File: config.mk
export PLATFORM = sky130hd
export DESIGN_NAME = tilt_shift_row_blend
export DESIGN_NICKNAME = d
export VERILOG_FILES = /design/src/hw/rtl/tsrb_pkg.sv /design/src/hw/rtl/tsrb_tanh.sv /design/src/hw/rtl/tsrb_blend.sv /design/src/hw/rtl/tilt_shift_row_blend.sv
export SDC_FILE = /design/constraint.sdc
export NUM_CORES = 2
export LEC_CHECK = 0
export BUFFER_PORTS_ARGS = -buffer_cell sky130_fd_sc_hd__buf_2
export CORE_MARGIN = 3
export CORE_UTILIZATION = 35
export CTS_BUF_LIST = sky130_fd_sc_hd__clkbuf_16
export CTS_CLUSTER_SIZE = 10
export DETAILED_ROUTE_END_ITERATION = 10
export PLACE_DENSITY_LB_ADDON = 0.25
export SETUP_SLACK_MARGIN = 0.2
export SLEW_MARGIN = 10
export SYNTH_ARGS = -nofsm -noshare
export SYNTH_HDL_FRONTEND = slang
export SYNTH_HIERARCHICAL = 1
export SYNTH_SLANG_ARGS = --single-unit
File: constraint.sdc
create_clock -name clk_i -period 131.1 [get_ports clk_i]
set_input_delay 19.665 -clock clk_i [delete_from_list [all_inputs] [get_ports clk_i]]
set_output_delay 19.665 -clock clk_i [all_outputs]
set_load 0.005 [all_outputs]
File: src/hw/rtl/tsrb_pkg.sv
// Package for the tilt-shift row blend: shared widths, register codes,
// tanh lookup table and the control struct passed between pipeline parts.
// No dependencies.
`timescale 1ns / 1ps

package tsrb_pkg;

  localparam int unsigned ROW_W   = 11;
  localparam int unsigned PIX_W   = 8;
  localparam int unsigned DECAY_W = 16;
  localparam int unsigned CFG_IDX_W = 2;
  localparam int unsigned CFG_DAT_W = 16;

  // image height; rows at or above it clamp to the last row
  localparam int unsigned MAX_ROWS = 2048;

  // quotient bits below the 8.0 clamp (Q.12 argument, 15 bits)
  localparam int unsigned QUOT_W   = 15;
  localparam int unsigned FRAC_W   = 10;
  localparam int unsigned IDX_W    = QUOT_W - FRAC_W;
  localparam int unsigned MAG_W    = 16;
  localparam int unsigned TANH_W   = MAG_W + 1;
  localparam int unsigned LUT_DEPTH = 33;

  // diff stage + one stage per quotient bit + two interpolation stages
  localparam int unsigned TANH_LAT = QUOT_W + 3;

  localparam logic [MAG_W-1:0] TANH_ONE = 16'h8000;

  typedef enum logic [CFG_IDX_W-1:0] {
    REG_BAND_START = 2'd0,
    REG_BAND_END   = 2'd1,
    REG_DECAY      = 2'd2
  } reg_idx_e;

  typedef struct packed {
    logic neg;   // argument below the band edge
    logic zero;  // row on the band edge
    logic sat;   // argument at or beyond 8.0, or hard step
  } tanh_flags_t;

  typedef struct packed {
    logic en;     // whole pipeline advances
    logic valid;  // transaction entering
  } pipe_ctrl_t;

  localparam logic [MAG_W-1:0] TANH_LUT [LUT_DEPTH] = '{
    16'd0,     16'd8026,  16'd15143, 16'd20813, 16'd24956, 16'd27797,
    16'd29660, 16'd30847, 16'd31589, 16'd32048, 16'd32330, 16'd32501,
    16'd32606, 16'd32670, 16'd32708, 16'd32732, 16'd32746, 16'd32755,
    16'd32760, 16'd32763, 16'd32765, 16'd32766, 16'd32767, 16'd32767,
    16'd32768, 16'd32768, 16'd32768, 16'd32768, 16'd32768, 16'd32768,
    16'd32768, 16'd32768, 16'd32768
  };

endpackage

File: src/hw/rtl/tsrb_tanh.sv
// Pipelined signed tanh((row - band) / decay), 1.0 = 32768.
// Restoring divider, one quotient bit per stage, then table interpolation.
// Depends on tsrb_pkg.
`timescale 1ns / 1ps

module tsrb_tanh (
  input  logic                                 clk_i,
  input  logic                                 rst_ni,
  input  tsrb_pkg::pipe_ctrl_t                 ctrl_i,
  input  logic [tsrb_pkg::ROW_W-1:0]           row_i,
  input  logic [tsrb_pkg::ROW_W-1:0]           band_i,
  input  logic [tsrb_pkg::DECAY_W-1:0]         decay_i,
  output logic                                 valid_o,
  output logic signed [tsrb_pkg::TANH_W-1:0]   tanh_o
);

  localparam int unsigned NS = tsrb_pkg::QUOT_W;
  localparam int unsigned DW = tsrb_pkg::DECAY_W;

  // stage 0: difference, magnitude, flags, initial remainder
  logic signed [tsrb_pkg::ROW_W:0] diff;
  logic [tsrb_pkg::ROW_W:0]        diff_abs;
  logic [tsrb_pkg::ROW_W-1:0]      mag;
  tsrb_pkg::tanh_flags_t           flags0;

  assign diff     = $signed({1'b0, row_i}) - $signed({1'b0, band_i});
  assign diff_abs = diff[tsrb_pkg::ROW_W] ? 12'(-diff) : 12'(diff);
  assign mag      = diff_abs[tsrb_pkg::ROW_W-1:0];
  assign flags0.neg  = diff[tsrb_pkg::ROW_W];
  assign flags0.zero = (diff == '0);
  // q >= 2^15 exactly when mag*32 >= decay; covers decay == 0 too
  assign flags0.sat  = ({mag, 5'b0} >= decay_i);

  logic                  vld_q  [NS+1];
  logic [DW-1:0]         rem_q  [NS+1];
  logic [NS-1:0]         quot_q [NS+1];
  tsrb_pkg::tanh_flags_t flg_q  [NS+1];

  always_ff @(posedge clk_i or negedge rst_ni) begin
    if (!rst_ni) begin
      vld_q[0] <= 1'b0;
    end else if (ctrl_i.en) begin
      vld_q[0] <= ctrl_i.valid;
    end
  end

  always_ff @(posedge clk_i) begin
    if (ctrl_i.en) begin
      rem_q[0]  <= {mag, 5'b0};
      quot_q[0] <= '0;
      flg_q[0]  <= flags0;
    end
  end

  for (genvar i = 1; i <= NS; i++) begin : g_div
    logic [DW:0] rem_sh;
    logic [DW:0] rem_sub;
    logic        ge;

    assign rem_sh  = {rem_q[i-1], 1'b0};
    assign ge      = (rem_sh >= {1'b0, decay_i});
    assign rem_sub = rem_sh - {1'b0, decay_i};

    always_ff @(posedge clk_i or negedge rst_ni) begin
      if (!rst_ni) begin
        vld_q[i] <= 1'b0;
      end else if (ctrl_i.en) begin
        vld_q[i] <= vld_q[i-1];
      end
    end

    always_ff @(posedge clk_i) begin
      if (ctrl_i.en) begin
        rem_q[i]  <= ge ? rem_sub[DW-1:0] : rem_sh[DW-1:0];
        quot_q[i] <= {quot_q[i-1][NS-2:0], ge};
        flg_q[i]  <= flg_q[i-1];
      end
    end
  end

  // interpolation: multiply stage
  logic [tsrb_pkg::IDX_W-1:0]  idx;
  logic [tsrb_pkg::FRAC_W-1:0] frac;
  logic [tsrb_pkg::IDX_W:0]    idx_hi;
  logic [tsrb_pkg::MAG_W-1:0]  lo;
  logic [tsrb_pkg::MAG_W-1:0]  hi;
  logic [13:0]                 step;
  logic [23:0]                 prod;

  assign idx    = quot_q[NS][NS-1:tsrb_pkg::FRAC_W];
  assign frac   = quot_q[NS][tsrb_pkg::FRAC_W-1:0];
  assign idx_hi = {1'b0, idx} + 6'd1;
  assign lo     = tsrb_pkg::TANH_LUT[{1'b0, idx}];
  assign hi     = tsrb_pkg::TANH_LUT[idx_hi];
  assign step   = 14'(hi - lo);
  assign prod   = 24'(step) * 24'(frac);

  logic                       b_vld_q;
  logic [tsrb_pkg::MAG_W-1:0] b_lo_q;
  logic [23:0]                b_prod_q;
  tsrb_pkg::tanh_flags_t      b_flg_q;

  always_ff @(posedge clk_i or negedge rst_ni) begin
    if (!rst_ni) begin
      b_vld_q <= 1'b0;
    end else if (ctrl_i.en) begin
      b_vld_q <= vld_q[NS];
    end
  end

  always_ff @(posedge clk_i) begin
    if (ctrl_i.en) begin
      b_lo_q   <= lo;
      b_prod_q <= prod;
      b_flg_q  <= flg_q[NS];
    end
  end

  // interpolation: round, apply sign and special cases
  logic [23:0]                 rnd;
  logic [tsrb_pkg::MAG_W-1:0]  interp;
  logic [tsrb_pkg::MAG_W-1:0]  mag_v;
  logic signed [tsrb_pkg::TANH_W-1:0] tanh_d;

  assign rnd    = (b_prod_q + 24'd512) >> tsrb_pkg::FRAC_W;
  assign interp = b_lo_q + rnd[tsrb_pkg::MAG_W-1:0];
  assign mag_v  = b_flg_q.sat ? tsrb_pkg::TANH_ONE : interp;

  always_comb begin
    priority if (b_flg_q.zero) begin
      tanh_d = '0;
    end else if (b_flg_q.neg) begin
      tanh_d = -$signed({1'b0, mag_v});
    end else begin
      tanh_d = $signed({1'b0, mag_v});
    end
  end

  logic                                c_vld_q;
  logic signed [tsrb_pkg::TANH_W-1:0]  c_tanh_q;

  always_ff @(posedge clk_i or negedge rst_ni) begin
    if (!rst_ni) begin
      c_vld_q <= 1'b0;
    end else if (ctrl_i.en) begin
      c_vld_q <= b_vld_q;
    end
  end

  always_ff @(posedge clk_i) begin
    if (ctrl_i.en) begin
      c_tanh_q <= tanh_d;
    end
  end

  assign valid_o = c_vld_q;
  assign tanh_o  = c_tanh_q;

endmodule

File: src/hw/rtl/tsrb_blend.sv
// Blend back end: alpha from two tanh values, weighted mix, round, clamp.
// Three register stages, the last is the output register. Depends on tsrb_pkg.
`timescale 1ns / 1ps

module tsrb_blend (
  input  logic                                clk_i,
  input  logic                                rst_ni,
  input  tsrb_pkg::pipe_ctrl_t                ctrl_i,
  input  logic signed [tsrb_pkg::TANH_W-1:0]  t_rise_i,
  input  logic signed [tsrb_pkg::TANH_W-1:0]  t_fall_i,
  input  logic [tsrb_pkg::PIX_W-1:0]          base_i,
  input  logic [tsrb_pkg::PIX_W-1:0]          over_i,
  output logic                                valid_o,
  output logic [tsrb_pkg::PIX_W-1:0]          pixel_o
);

  // stage 1: alpha = floor((t1 - t2) / 2), saturated to Q1.15
  logic signed [17:0] s;
  logic signed [17:0] half;
  logic signed [15:0] alpha;

  assign s    = 18'(t_rise_i) - 18'(t_fall_i);
  assign half = s >>> 1;
  assign alpha = (half > 18'sd32767) ? 16'sh7fff : 16'(half);

  logic                       a_vld_q;
  logic signed [15:0]         a_alpha_q;
  logic [tsrb_pkg::PIX_W-1:0] a_base_q;
  logic [tsrb_pkg::PIX_W-1:0] a_over_q;

  always_ff @(posedge clk_i or negedge rst_ni) begin
    if (!rst_ni) begin
      a_vld_q <= 1'b0;
    end else if (ctrl_i.en) begin
      a_vld_q <= ctrl_i.valid;
    end
  end

  always_ff @(posedge clk_i) begin
    if (ctrl_i.en) begin
      a_alpha_q <= alpha;
      a_base_q  <= base_i;
      a_over_q  <= over_i;
    end
  end

  // stage 2: alpha * (overlay - base)
  logic signed [8:0]  dpix;
  logic signed [24:0] mix;

  assign dpix = $signed({1'b0, a_over_q}) - $signed({1'b0, a_base_q});
  assign mix  = 25'(a_alpha_q) * 25'(dpix);

  logic                       m_vld_q;
  logic signed [24:0]         m_mix_q;
  logic [tsrb_pkg::PIX_W-1:0] m_base_q;

  always_ff @(posedge clk_i or negedge rst_ni) begin
    if (!rst_ni) begin
      m_vld_q <= 1'b0;
    end else if (ctrl_i.en) begin
      m_vld_q <= a_vld_q;
    end
  end

  always_ff @(posedge clk_i) begin
    if (ctrl_i.en) begin
      m_mix_q  <= mix;
      m_base_q <= a_base_q;
    end
  end

  // stage 3: add base, round, clamp to 0..255
  logic signed [25:0]         acc;
  logic [9:0]                 acc_sh;
  logic [tsrb_pkg::PIX_W-1:0] pix_d;

  assign acc    = $signed({1'b0, m_base_q, 15'b0}) + 26'(m_mix_q) + 26'sd16384;
  assign acc_sh = acc[24:15];

  always_comb begin
    priority if (acc[25]) begin
      pix_d = '0;
    end else if (acc_sh > 10'd255) begin
      pix_d = '1;
    end else begin
      pix_d = acc_sh[tsrb_pkg::PIX_W-1:0];
    end
  end

  logic                       o_vld_q;
  logic [tsrb_pkg::PIX_W-1:0] o_pix_q;

  always_ff @(posedge clk_i or negedge rst_ni) begin
    if (!rst_ni) begin
      o_vld_q <= 1'b0;
    end else if (ctrl_i.en) begin
      o_vld_q <= m_vld_q;
    end
  end

  always_ff @(posedge clk_i) begin
    if (ctrl_i.en) begin
      o_pix_q <= pix_d;
    end
  end

  assign valid_o = o_vld_q;
  assign pixel_o = o_pix_q;

endmodule

File: src/hw/rtl/tilt_shift_row_blend.sv
// Top level of the tilt-shift row blend: config registers, row clamp,
// two tanh pipelines, pixel delay line and blend back end.
// Depends on tsrb_pkg, tsrb_tanh, tsrb_blend.
//
// Usage:
//  - Input channel (in_valid_i / in_ready_o) carries one pixel transaction:
//    row index, base pixel and overlay pixel. Output channel
//    (out_valid_o / out_ready_i) returns exactly one blended pixel each.
//  - Config channel (cfg_valid_i / cfg_ready_o) writes band_start (0),
//    band_end (1) or decay (2, Q8.8); index 3 is ignored. cfg_ready_o is
//    always high. Write only while no pixel is in flight.
//  - Pipeline: 21 register stages (1 diff stage, 15 divider stages of one
//    quotient bit each, 2 interpolation stages, 3 blend stages, the last
//    one being the output register).
//  - Throughput: one pixel per clock while not stalled; the pipeline depth
//    is set by the one-bit-per-stage restoring divider for (row - edge) / decay.
//  - Stall: when out_valid_o is high and out_ready_i low, the whole pipeline
//    freezes and in_ready_o drops; nothing is lost or repeated.
//  - Reset: all stage valid bits clear, config registers return to 0 (hard
//    step with an empty band, i.e. output equals the base pixel).
`timescale 1ns / 1ps

module tilt_shift_row_blend #(
  parameter int unsigned MAX_ROWS = tsrb_pkg::MAX_ROWS
) (
  input  logic                             clk_i,
  input  logic                             rst_ni,
  // config write channel
  input  logic                             cfg_valid_i,
  output logic                             cfg_ready_o,
  input  logic [tsrb_pkg::CFG_IDX_W-1:0]   cfg_index_i,
  input  logic [tsrb_pkg::CFG_DAT_W-1:0]   cfg_data_i,
  // pixel input channel
  input  logic                             in_valid_i,
  output logic                             in_ready_o,
  input  logic [tsrb_pkg::ROW_W-1:0]       row_i,
  input  logic [tsrb_pkg::PIX_W-1:0]       base_pixel_i,
  input  logic [tsrb_pkg::PIX_W-1:0]       overlay_pixel_i,
  // pixel output channel
  output logic                             out_valid_o,
  input  logic                             out_ready_i,
  output logic [tsrb_pkg::PIX_W-1:0]       out_pixel_o
);

  localparam int unsigned LAT = tsrb_pkg::TANH_LAT;

  // ---------------------------------------------------------------------
  // Config registers
  // ---------------------------------------------------------------------
  logic [tsrb_pkg::ROW_W-1:0]   band_start_q;
  logic [tsrb_pkg::ROW_W-1:0]   band_end_q;
  logic [tsrb_pkg::DECAY_W-1:0] decay_q;

  assign cfg_ready_o = 1'b1;

  always_ff @(posedge clk_i or negedge rst_ni) begin
    if (!rst_ni) begin
      band_start_q <= '0;
      band_end_q   <= '0;
      decay_q      <= '0;
    end else if (cfg_valid_i) begin
      unique case (tsrb_pkg::reg_idx_e'(cfg_index_i))
        tsrb_pkg::REG_BAND_START: band_start_q <= cfg_data_i[tsrb_pkg::ROW_W-1:0];
        tsrb_pkg::REG_BAND_END:   band_end_q   <= cfg_data_i[tsrb_pkg::ROW_W-1:0];
        tsrb_pkg::REG_DECAY:      decay_q      <= cfg_data_i;
        default: ;
      endcase
    end
  end

  // ---------------------------------------------------------------------
  // Pipeline control: one global advance, frozen only by a held result
  // ---------------------------------------------------------------------
  logic                 adv;
  tsrb_pkg::pipe_ctrl_t front_ctrl;
  tsrb_pkg::pipe_ctrl_t back_ctrl;

  assign adv        = !out_valid_o || out_ready_i;
  assign in_ready_o = adv;

  assign front_ctrl.en    = adv;
  assign front_ctrl.valid = in_valid_i;

  // rows at or past the image height saturate to the last row
  logic [16:0]                row_ext;
  logic [tsrb_pkg::ROW_W-1:0] row_cl;

  assign row_ext = {6'b0, row_i};
  assign row_cl  = (32'(row_ext) >= MAX_ROWS) ? tsrb_pkg::ROW_W'(MAX_ROWS - 1) : row_i;

  // ---------------------------------------------------------------------
  // tanh pipelines for the rising and falling band edges
  // ---------------------------------------------------------------------
  logic                                rise_vld;
  logic                                fall_vld;
  logic signed [tsrb_pkg::TANH_W-1:0]  t_rise;
  logic signed [tsrb_pkg::TANH_W-1:0]  t_fall;

  tsrb_tanh u_tanh_rise (
    .clk_i   (clk_i),
    .rst_ni  (rst_ni),
    .ctrl_i  (front_ctrl),
    .row_i   (row_cl),
    .band_i  (band_start_q),
    .decay_i (decay_q),
    .valid_o (rise_vld),
    .tanh_o  (t_rise)
  );

  tsrb_tanh u_tanh_fall (
    .clk_i   (clk_i),
    .rst_ni  (rst_ni),
    .ctrl_i  (front_ctrl),
    .row_i   (row_cl),
    .band_i  (band_end_q),
    .decay_i (decay_q),
    .valid_o (fall_vld),
    .tanh_o  (t_fall)
  );

  // ---------------------------------------------------------------------
  // Pixel delay line, aligned with the tanh pipelines
  // ---------------------------------------------------------------------
  logic [tsrb_pkg::PIX_W-1:0] base_dl_q [LAT];
  logic [tsrb_pkg::PIX_W-1:0] over_dl_q [LAT];

  always_ff @(posedge clk_i) begin
    if (adv) begin
      base_dl_q[0] <= base_pixel_i;
      over_dl_q[0] <= overlay_pixel_i;
      for (int i = 1; i < LAT; i++) begin
        base_dl_q[i] <= base_dl_q[i-1];
        over_dl_q[i] <= over_dl_q[i-1];
      end
    end
  end

  // ---------------------------------------------------------------------
  // Blend back end
  // ---------------------------------------------------------------------
  assign back_ctrl.en    = adv;
  assign back_ctrl.valid = rise_vld;

  tsrb_blend u_blend (
    .clk_i    (clk_i),
    .rst_ni   (rst_ni),
    .ctrl_i   (back_ctrl),
    .t_rise_i (t_rise),
    .t_fall_i (t_fall),
    .base_i   (base_dl_q[LAT-1]),
    .over_i   (over_dl_q[LAT-1]),
    .valid_o  (out_valid_o),
    .pixel_o  (out_pixel_o)
  );

  // ---------------------------------------------------------------------
  // Assertions
  // ---------------------------------------------------------------------
  a_tanh_vld_match: assert property (@(posedge clk_i) disable iff (!rst_ni)
    rise_vld == fall_vld)
    else $error("tanh pipelines out of step");

  a_tanh_range: assert property (@(posedge clk_i) disable iff (!rst_ni)
    rise_vld |-> (t_rise <= 17'sd32768) && (t_rise >= -17'sd32768))
    else $error("tanh out of range");

  a_freeze: assert property (@(posedge clk_i) disable iff (!rst_ni)
    !adv |=> $stable(rise_vld) && $stable(t_rise))
    else $error("pipeline moved while stalled");

  a_row_clamp: assert property (@(posedge clk_i) disable iff (!rst_ni)
    32'(row_cl) < MAX_ROWS)
    else $error("row clamp failed");

endmodule

* After elaboration in Yosys (flattened, before gate mapping)
Memories as Yosys holds them, arrays and structs flattened. A register that Yosys moved wholly into a read port is not among the register bits.
Cells that the tools add are included.
W data, S select, Z words.
** Word-level totals
- Output and inout bits :: 11
- Memories kept :: 12
- Bits in writable memories :: 1376
- Bits in registers :: 230
- ROM bits :: 4096
- Logic and storage cells :: 204
- Bits in latches :: 0
** Cells by class
- $lt $le $gt $ge :: 39
- $add $sub $neg :: 48
- Muxes and demuxes :: 48
- Equal/unequal tests :: 2
- Bitwise gates (word level) :: 6
- Multipliers :: 3
- Shift-type cells :: 0
- Reductions and logical operators :: 10
- Divide/modulo/power cells :: 0
** Memory list
- (name not given) :: depth 64, bits a word 16, read ports 1, clocked after Yosys merged registers in 0, write ports 0, line tsrb_tanh.sv:93 : assign lo = tsrb_pkg::TANH_LUT[{1'b0, idx}];
- (name not given) :: depth 64, bits a word 16, read ports 1, clocked after Yosys merged registers in 0, write ports 0, line tsrb_tanh.sv:94 : assign hi = tsrb_pkg::TANH_LUT[idx_hi];
- (name not given) :: depth 64, bits a word 16, read ports 1, clocked after Yosys merged registers in 0, write ports 0, line tsrb_tanh.sv:93
- (name not given) :: depth 64, bits a word 16, read ports 1, clocked after Yosys merged registers in 0, write ports 0, line tsrb_tanh.sv:94
- u_tanh_fall.rem_q :: depth 16, bits a word 16, read ports 15, clocked after Yosys merged registers in 0, write ports 16, line tsrb_tanh.sv:35 : logic [DW-1:0] rem_q [NS+1];
- u_tanh_rise.rem_q :: depth 16, bits a word 16, read ports 15, clocked after Yosys merged registers in 0, write ports 16, line tsrb_tanh.sv:35
- +6 memories
** Operator list (count)
- $mux W16 :: 38
- $ge A17 B16 Y1 :: 30
- $sub A16 B16 Y16 :: 30
- $mux W14 :: 4
- $add A24 B10 Y24 const B :: 2
- $mul A14 B10 Y24 :: 2
- $neg A16 Y17 :: 2
- $mux W11 :: 3
- $add A16 B14 Y16 :: 2
- $ge A16 B16 Y1 :: 2
- $ge A7 B7 Y1 const B :: 4
- $sub A14 B14 Y14 :: 2
- $add A24 B25 Y26 :: 1
- $add A26 B16 Y26 const B :: 1
- $mul A16 B9 Y25 :: 1
- $logic_not A12 Y1 :: 2
- $sub A11 B11 Y12 :: 2
- $neg A11 Y11 :: 2
- $sub A17 B17 Y18 :: 1
- $gt A17 B16 Y1 const B :: 1
- $not A5 Y7 :: 2
- $not A6 Y7 :: 2
- $add A5 B1 Y6 const B :: 2
- $ge A11 B12 Y1 const B :: 1
- other kinds (12) :: 17

* Depth between registers and ports, before layout
An unclocked memory read counts as a cell.
- Depth after elaboration :: 8
- Depth in mapped cells :: 37
- Mapped depth without buffers :: 35

* Cells and area by module
The synthesis kept the hierarchy.
** Modules (own cells, without submodules)
- tsrb_tanh at u_tanh_rise :: area an instance 34709.5 um^2, cells each 3345, sequential area each 14083.5 um^2, times used 1
- tsrb_tanh at u_tanh_fall :: area an instance 34544.4 um^2, cells each 3391, sequential area each 14083.5 um^2, times used 1
- tilt_shift_row_blend :: area an instance 10148.5 um^2, cells each 373, sequential area each 9599.2 um^2, times used 1
- tsrb_blend :: area an instance 8478.1 um^2, cells each 822, sequential area each 1846.8 um^2, times used 1

* Worst setup path after synthesis
No wires, ideal clock.
- Path kind :: input -> output
- From :: input port out_ready_i
- To :: output port in_ready_o
- Data required time :: 111.435 ns
- Stages on the path :: 1
- Arrival :: 49.621 ns
- Setup slack :: 61.814 ns
- Path buffers :: 0
- Cells stage by stage :: nand2b_1
** Between the ends
- Word-level cells in the longest chain between the ends :: 1
** Ends and longest elaborated chain
- start: declaration :: line tilt_shift_row_blend.sv:41 : input logic out_ready_i,
- $logic_or A1 B1 Y1 :: line tilt_shift_row_blend.sv:78 : assign adv = !out_valid_o || out_ready_i;
- end: declaration :: line tilt_shift_row_blend.sv:35 : output logic in_ready_o,
Every way passes these cells.

* Worst setup path after layout
Same ends and word-level chain as after synthesis.

==> metrics.md <==
| Metric | Value |
|---|---|
| First-pass DRT Iterations | `8` |
| Startpoint Class | `primary input` |
| Clk slew on worst S/H paths | `approximately 0.050 ns` |
| Final WL | `roughly 190 mm` |
| Synthesized instance count | `approximately 7900` |
| Reg2Reg Depth | `34` |
| Mapped Nets | `9066` |
| Tcrit/Tclk final | `30.7%` |
| RR Endpoint | `u_tanh_rise/b_prod_q[23]$_DFFE_PP_` |
| H-tree Lvls | `4` |
| CTS root buf | `clkbuf_16` |
| Vias | `58800` |
| Slowest stage cell on the critical path | `nand2b_4` |
| Setup TNS Final | `0 ns` |
| Worst min-delay path class | `flop to flop` |
| Final Hold Fails | `0` |
| Floorplan core area | `around 0.25 mm2` |
| Worst slew pin tran | `~1.1 ns` |
| Grt ovf | `0` |
| F_max | `about 25 MHz` |
| Std cell rows | `between 150 and 200` |
| Status | `finished, final reports clean` |
| Vias per cell | `5.14` |
| Worst setup path start | `out_ready_i` |
| Final #Nets | `between 9000 and 10000` |
| CTS tree | `yes` |
| Clock Sinks | `1314` |
| Detailed Place HPWL | `~130 mm` |
| Worst Setup End Kind | `output pin` |
| Top delay family on crit path | `simple AND/OR/NAND/NOR gates` |
| Syn_area_per_cell | `roughly 11 um2` |
| RR Startpoint | `u_tanh_rise/quot_q[1][117]$_DFFE_PP_` |
| Max-cap violation count | `0` |
| RSZ-0062 raised after global routing | `false` |
| # resized after CTS | `0` |
| Avg WL per Cell | `16.8 um` |
| Area Overhead vs Synth | `11.1%` |
| Initial DRC count | `about 4000` |
| Max FO, Critical Path | `36` |
| CTS Buf Count | `between 150 and 200` |
| Clk Latency, worst-skew pair | `about 0.81 ns` |
| Minimum clock period | `between 40 and 50 ns` |
| Setup violators final | `0` |
| R2R Setup Slk | `between 100 and 150 ns` |
| CP Cell Sequence | `buf_2 > nand2b_4 > buf_2` |
| Kind of critical path | `primary input to output pin` |
| Port bufs | `59` |
| I/O pin count | `between 60 and 70` |
| Crit path DAT | `20.53 ns` |
| Final Max Slew Viols | `0` |
| WP depth | `3` |
| Vias in the first global route | `58900` |
| Worst path most repeated cell | `buf_2` |
| Remaining DRCs | `0` |
| Buf+Inv Stages, Crit Path | `2` |
| Required @ worst endpoint | `111.43 ns` |
| Max-slew headroom | `a little under a quarter` |
| Post-Synthesis Cell Area | `approximately 0.087 mm2` |
| Die Wd | `505 um` |
| Longest Clk Path Bufs | `3` |
| Hold-fix buffers, CTS | `0` |
| Layout cells sized above 1 | `just under 8%` |
| Die ar. | `between 0.2 and 0.3 mm2` |
| CP endpoint | `in_ready_o` |
| CP max stage delay | `between 0.4 and 0.5 ns` |
| Global-route wire length before repair | `roughly 310 mm` |
| GP Congestion | `about 0.85` |
| Starting density of the core | `35.3%` |
| Routed Antenna Nets | `0` |
| Largest net degree at the start of global routing | `slightly below 200` |
| Die H | `505 um` |
| Total track usage | `around 15%` |
| Antenna violations before repair | `3` |
| Yosys warns | `6` |
| Number of setup buffers added after CTS | `0` |
| Setup Skew | `about 0.056 ns` |
==> layout make-up <==
class / instances / area [um2]
Fill cell: 23900 / 150000
Multi-Input combinational cell: 5839 / 45300
Sequential cell: 1314 / 39200
Clock buffer: 166 / 4150
Tap cell: 3312 / 4140
Inverter: 573 / 2150
Timing Repair Buffer: 154 / 1050
Clock inverter: 92 / 937
Antenna cell: 1 / 2.50
==> layer usage <==
metal | GRT usage [%] | vias up | wire (um)
li1 | - | 29000 | -
met1 | 20.3 | 28500 | 90000
met2 | 24.8 | 1086 | 90000
met3 | 2.01 | 294 | 7560
met4 | 3.92 | 0 | 4390
met5 | 0 | - | 0
==> flip-flops by register name (all words and copies together) (netlist names), 16 cells and up <==
register,count
u_tanh_fall/flg_q,48
u_tanh_rise/vld_q,16
u_tanh_rise/flg_q,48
u_tanh_rise/rem_q,235
u_blend/a_alpha_q,16
u_tanh_fall/rem_q,235
u_tanh_fall/tanh_o,17
u_tanh_fall/b_lo_q,16
u_tanh_fall/quot_q,120
u_tanh_rise/tanh_o,17
u_tanh_rise/quot_q,120
base_dl_q,144
over_dl_q,144
decay_q,16
u_tanh_rise/b_lo_q,16
==> how the worst min path moves through the flow <==
| stage | startpoint | to | slack [ns] | cells after the start |
|---|---|---|---|---|
| final | u_tanh_rise/flg_q[11][2]$_DFFE_PP_ | u_tanh_rise/flg_q[12][2]$_DFFE_PP_ | 0.37 | 0 |
| after global routing | u_tanh_rise/flg_q[11][2]$_DFFE_PP_ | u_tanh_rise/flg_q[12][2]$_DFFE_PP_ | 0.37 | 0 |
| after CTS | u_tanh_rise/quot_q[1][39]$_DFFE_PP_ | u_tanh_rise/quot_q[1][55]$_DFFE_PP_ | 0.37 | 0 |
| after detailed placement | base_dl_q[4][0]$_DFFE_PP_ | base_dl_q[5][0]$_DFFE_PP_ | 0.40 | 0 |
| after global placement | u_tanh_rise/quot_q[1][37]$_DFFE_PP_ | u_tanh_rise/quot_q[1][53]$_DFFE_PP_ | 0.40 | 0 |
| after floorplan | base_dl_q[9][0]$_DFFE_PP_ | base_dl_q[10][0]$_DFFE_PP_ | 0.40 | 0 |
==> metrics by stage <==
stage	worst slack, ns	utilization, %	instance area (um2)	instances	hold WS (ns)
finish	90.90	39.3	96900	11500	0.367
global route	90.85	39.3	96900	11500	0.372
global placement	90.87	37.2	91800	11200	0.401
floorplan	61.83	-	87200	7893	0.400
detailed placement	90.84	37.2	91800	11200	0.405
CTS	90.86	39.3	96900	11500	0.368
==> placed cells by master, fill, tap and decap left out, types with 72 or more instances in the layout <==
cell type  count
a21o_1       161
a21oi_1      479
and2_1       213
buf_4         92
clkbuf_16    166
edfxtp_1    1255
fa_1         339
ha_1         784
inv_1        603
mux2_2       129
nand2_1      625
nand2b_1     114
nand3_1      116
nand4_1       88
nor2_1       599
nor2b_1      129
nor3_1       145
o21ai_0      422
o31ai_1       72
xnor2_1      247
xor2_1       229
Power is left out: the tool's default activity adds up to more than one toggle a clock period on the data nets, which glitch-free logic cannot reach.
